===== src/rtl/core/ffsg_pkg.sv =====
package ffsg_pkg;

   // sequencer states
   typedef enum logic [4:0] {
      S_IDLE,
      S_AV,
      S_AVC,
      S_RD,
      S_LD,
      S_A1,
      S_A2,
      S_A3,
      S_A4,
      S_A4B,
      S_A5,
      S_A6,
      S_A7,
      S_A8,
      S_A9,
      S_A10,
      S_A11,
      S_A12,
      S_A13,
      S_C0,
      S_C1,
      S_C2,
      S_MV_RD,
      S_MV_WR,
      S_F1,
      S_F2,
      S_F3,
      S_F4,
      S_F5,
      S_F_END,
      S_DONE
   } state_type;

   // operations of the shared adder
   typedef enum logic {
      ALU_ADD,
      ALU_SUB
   } aluop_type;

   // request opcodes
   localparam logic OP_ALLOC = 1'b0;
   localparam logic OP_FREE  = 1'b1;

   // response status codes
   localparam logic [1:0] RSP_OK         = 2'd0;
   localparam logic [1:0] RSP_NOMEM      = 2'd1;
   localparam logic [1:0] RSP_NOFIT      = 2'd2;
   localparam logic [1:0] RSP_BADHANDLE  = 2'd3;

   // segment kinds
   localparam logic [2:0] KIND_FREE    = 3'd0;
   localparam logic [2:0] KIND_BUFFER  = 3'd1;
   localparam logic [2:0] KIND_IMAGE   = 3'd2;
   localparam logic [2:0] KIND_LINEAR  = 3'd3;
   localparam logic [2:0] KIND_OPTIMAL = 3'd4;

   // register indexes
   localparam logic CSR_POOL_SIZE = 1'b0;
   localparam logic CSR_GRAN_LOG2 = 1'b1;

   // do two kinds conflict when they share a page
   function automatic logic kinds_clash(input logic [2:0] ka, input logic [2:0] kb);
      logic [2:0] lo;
      logic [2:0] hi;
      logic       clash;
      lo = (ka < kb) ? ka : kb;
      hi = (ka < kb) ? kb : ka;
      unique case (lo)
         KIND_FREE:    clash = 1'b0;
         KIND_BUFFER:  clash = (hi == KIND_IMAGE) || (hi == KIND_OPTIMAL);
         KIND_IMAGE:   clash = (hi == KIND_IMAGE) || (hi == KIND_LINEAR) ||
                               (hi == KIND_OPTIMAL);
         KIND_LINEAR:  clash = (hi == KIND_OPTIMAL);
         KIND_OPTIMAL: clash = 1'b0;
         default:      clash = 1'b1;
      endcase
      return clash;
   endfunction

endpackage


===== src/rtl/core/ffsg_alu.sv =====
module ffsg_alu #(
   parameter int W = 34
) (
   input  ffsg_pkg::aluop_type op,
   input  logic [W-1:0]        a,
   input  logic [W-1:0]        b,
   output logic [W-1:0]        y,
   output logic                borrow
);

   logic [W:0] diff;

   // shared add / subtract, borrow flags a < b
   assign diff   = {1'b0, a} - {1'b0, b};
   assign borrow = diff[W];
   assign y      = (op == ffsg_pkg::ALU_ADD) ? (a + b) : diff[W-1:0];

endmodule


===== config.mk =====
export PLATFORM = sky130hd
export DESIGN_NAME = ffsg_alu
export DESIGN_NICKNAME = d
export VERILOG_FILES = /design/src/rtl/core/ffsg_pkg.sv /design/src/rtl/core/ffsg_alu.sv
export SDC_FILE = /design/constraint.sdc
export NUM_CORES = 1
export LEC_CHECK = 0
export BUFFER_PORTS_ARGS = -buffer_cell sky130_fd_sc_hd__buf_2
export CORE_ASPECT_RATIO = 0.5
export CORE_UTILIZATION = 43
export DETAILED_ROUTE_END_ITERATION = 12
export GPL_TIMING_DRIVEN = 0
export PLACE_DENSITY = 0.76
export SKIP_LAST_GASP = 1
export SYNTH_ARGS = -nofsm -noshare
export SYNTH_HDL_FRONTEND = slang
export SYNTH_SLANG_ARGS = --single-unit

===== constraint.sdc =====
create_clock -name vclk -period 3.3
set_clock_uncertainty 0.15 [all_clocks]
set_input_delay 0.165 -clock vclk [all_inputs]
set_output_delay 0.165 -clock vclk [all_outputs]
set_load 0.01 [all_outputs]

# Word-level counts from Yosys, hierarchy flattened
# Cells that the tools add are included.
[op_classes]
n_addsub = 2
multipliers = 0
div = 0
order_cmp = 0
n_eq_ne = 0
shift = 0
mux = 1
bitwise_logic = 0
n_reduce_logical = 0
[op_table]
columns = ["cell", "count"]
rows = [
  ["$sub A34 B34 Y35", 1],
  ["$add A34 B34 Y34", 1],
  ["$mux W34", 1],
]
[totals]
regBits = 0
latch_bits = 0
mem_bits_rw = 0
romBits = 0
in_bits = 69
out_inout_bits = 35
elab_cells = 3
mem_count = 0

# Logic depth before layout (Yosys ltp)
[depth]
depth_word = 2
mapped_depth = 13
ltp_nobuf = 13

# Least setup slack after synthesis
# OpenSTA, ideal clock, no wires.
[synth_timing]
path_type = "input to output"
startpoint = "input a[0]"
endpoint = "output y[30]"
t_arrival_ns = 2.397
setup_slack_ns = 0.588
cell_stages = 13
path_cell_list = "inv_1 -> ha_1 -> inv_1 -> fa_1 -> a211oi_2 -> o211ai_1 -> a31o_2 -> a21oi_2 -> o21ai_1 -> a2111oi_2 -> o32ai_1 -> a21oi_1 -> xnor2_1"
[synth_via]
elab_chain_cells = 2
elab_cells_between_ends = 3
classes_between = "add/sub: 2; mux: 1"
[synth_rtl]
columns = ["item", "line", "rtl"]
rows = [
  ["from (decl)", "ffsg_alu.sv:5", "input logic [W-1:0] a,"],
  ["$add A34 B34 Y34 / $sub A34 B34 Y35 (equally long branches)", "ffsg_alu.sv:16, ffsg_alu.sv:14", ""],
  ["$mux W34 (*)", "ffsg_alu.sv:16", "assign y = (op == ffsg_pkg::ALU_ADD) ? (a + b) : diff[W-1:0];"],
  ["to (decl)", "ffsg_alu.sv:7", "output logic [W-1:0] y,"],
]
# Mark *: on every way between the ends. The rest lies on a longest branch, timed or not.

# Worst setup path in the final report
# Ends and elaborated chain as after synthesis.

==> results.json <==
{
  "ant_nets": 0,
  "p_per_area_nw_per_um2": 210,
  "p_total_uw": 1000,
  "finalSetupTns_ps": 0,
  "grtUsageMet1_pct": 36.7,
  "die-area_um2": 9710,
  "final_hold_viol_count": 0,
  "dp_cells": 812,
  "grt_overflow": 0,
  "synth.most_common_cell": "a21oi_1",
  "routed_via_density": 5.78,
  "synthTopCellsByCount": "a21oi_1, ha_1, inv_1",
  "worstSetupPathType": "input pin to primary output",
  "routedWlPerCell_um": 15.3,
  "clock_buffer_count": 0,
  "violations": "DRC",
  "synth_top_area_share_pct": 21.0,
  "crit_fanout": 5,
  "synth_warnings": 0,
  "synth_fp_nets": 729,
  "die-height_um": 70.2,
  "ir_worst_vdd_mv": 0.111,
  "grt_pass1_vias": 4258,
  "dieWidth_um": 138,
  "grt_busiest_layer": "met2",
  "tightest_slew_ps": 677,
  "syn_inst": 591,
  "drt-pass1-iter-count": 9,
  "cap_violations": 0,
  "grt_pass1_wl_um": 20300,
  "setup_slack_ps": 198,
  "worstHoldPathType": "input pin to primary output",
  "antenna_found_initial": 0,
  "synth_area_leaders": "ha_1, a21oi_1, inv_1, xnor2_1, nor2_1",
  "finalSetupViolations": 0,
  "seq_cell_count": 0,
  "syn2layout_area_growth_pct": 18.9,
  "syn_avg_cell_area_um2": 6.76,
  "p_leak_uw": 0.00229,
  "nets": 839,
  "ios": 104,
  "hpwlAfterDp_um": 10400,
  "post-route-drc-count": 6,
  "use_met3_pct": 2.06,
  "ys_seq_area_share_pct": 0,
  "period_minus_slack_ps": 3100,
  "fmax_mhz": 322,
  "antenna_cells": 0,
  "synth_area_um2": 4000,
  "ys_types": 72,
  "stdcell_count": 816,
  "yosysTopAreaCell": "ha_1",
  "grt_util_met2_pct": 40.5,
  "cp-end-kind": "primary output",
  "pre_cts_slack_ps": -88.1,
  "status": "finished with violations",
  "grt_usage_pct": 24.9,
  "initial_core_util_pct": 45.1,
  "fin_crit_sh_pct": 94.0,
  "maxSlewHeadroom_pct": 54.9,
  "io_buffers": 104,
  "grt_max_degree": 11,
  "rows": 24,
  "drv_slew": 0,
  "cp.arrival_ps": 2790,
  "first_iter_violations": 511,
  "core_um2": 8860,
  "place.gp.congestion": 0.943,
  "required_ps": 2980,
  "ff_latch_area_um2": 0,
  "critical_path.startpoint_type": "input pin",
  "wl_um": 12500,
  "drive_above_1_share_pct": 24.0,
  "vias": 4718
}
## power breakdown
| part | switching, uW | internal (uW) |
|---|---|---|
| Sequential | 0 | 0 |
| Combinational | 589 | 410 |
| Clock | 0 | 0 |
| Total | 589 | 410 |
## placed cells by master (no fill, tap or decap), types with 6 or more instances in the layout
| cell | Yosys | final |
|---|---|---|
| buf_2 | 3 | 106 |
| a21oi_1 | 69 | 69 |
| ha_1 | 67 | 66 |
| inv_1 | 67 | 65 |
| nor2_1 | 52 | 52 |
| nand2_1 | 48 | 48 |
| o21ai_0 | 32 | 32 |
| xnor2_1 | 28 | 28 |
| nand3_1 | 18 | 18 |
| nor3_1 | 14 | 14 |
| buf_6 | 13 | 14 |
| clkbuf_1 | 13 | 13 |
| o21bai_1 | 11 | 11 |
| o211ai_1 | 10 | 10 |
| o21ai_1 | 11 | 10 |
| o31ai_1 | 9 | 9 |
| o21a_1 | 8 | 8 |
| a21o_1 | 8 | 8 |
| a31oi_1 | 7 | 7 |
| a211oi_1 | 8 | 7 |
| nor4_1 | 6 | 6 |
| nor2b_1 | 6 | 6 |
## cell families after synthesis
family,Yosys count,synth area share [%]
mux,2,0.564
buf+inv,101,12.1
fa+ha+maj,69,22.0
compound gates,218,37.4
simple gates,169,20.9
xor+xnor,32,7.01
## critical path, cell delays in order
cell and delay [ps]:
buf_6 90, inv_2 50, ha_4 120, inv_2 30, fa_2 380, a211oi_2 250, o211ai_1 150, a31o_2 320
a21oi_2 200, o21ai_4 110, a2111oi_4 330, o32ai_1 120, a21oi_1 180, xnor2_1 130, buf_2 150
## metal layers
metal	up-vias	routed length, um
li1	2323	-
met3	16	904
met4	0	68
met1	2183	6150
met2	196	5370
met5	-	0
## cell type report
cell class / count / area [um^2]
Timing Repair Buffer: 108 / 557
Tap cell: 117 / 146
Multi-Input combinational cell: 490 / 3560
Fill cell: 917 / 4110
Inverter: 70 / 263
Buffer: 31 / 223
## path summary, 6_finish.rpt
check,from,endpoint,slack (ps),cells past startpoint
max,a[0],y[30],200,15
min,a[33],borrow,550,4
## per-stage QoR
stage                     cell area (um^2)  hold slack (ps)  utilization (%)
after CTS                             4690              536             52.9
after global placement                4660              532             52.6
after floorplan                       4000              328                -
after global routing                  4750              579             53.6
final                                 4750              554             53.6
after detailed placement              4660              535             52.6
## what timing repair did
item,4_1_cts,5_1_grt
setup endpoints to repair,1,6
endpoints found under the hold margin,0,0
hold buffers,0,0
pin swaps,1,10
setup buffers,1,3
cloned,0,0
gates resized for setup,2,9
(Power assumes the default switching activity.)
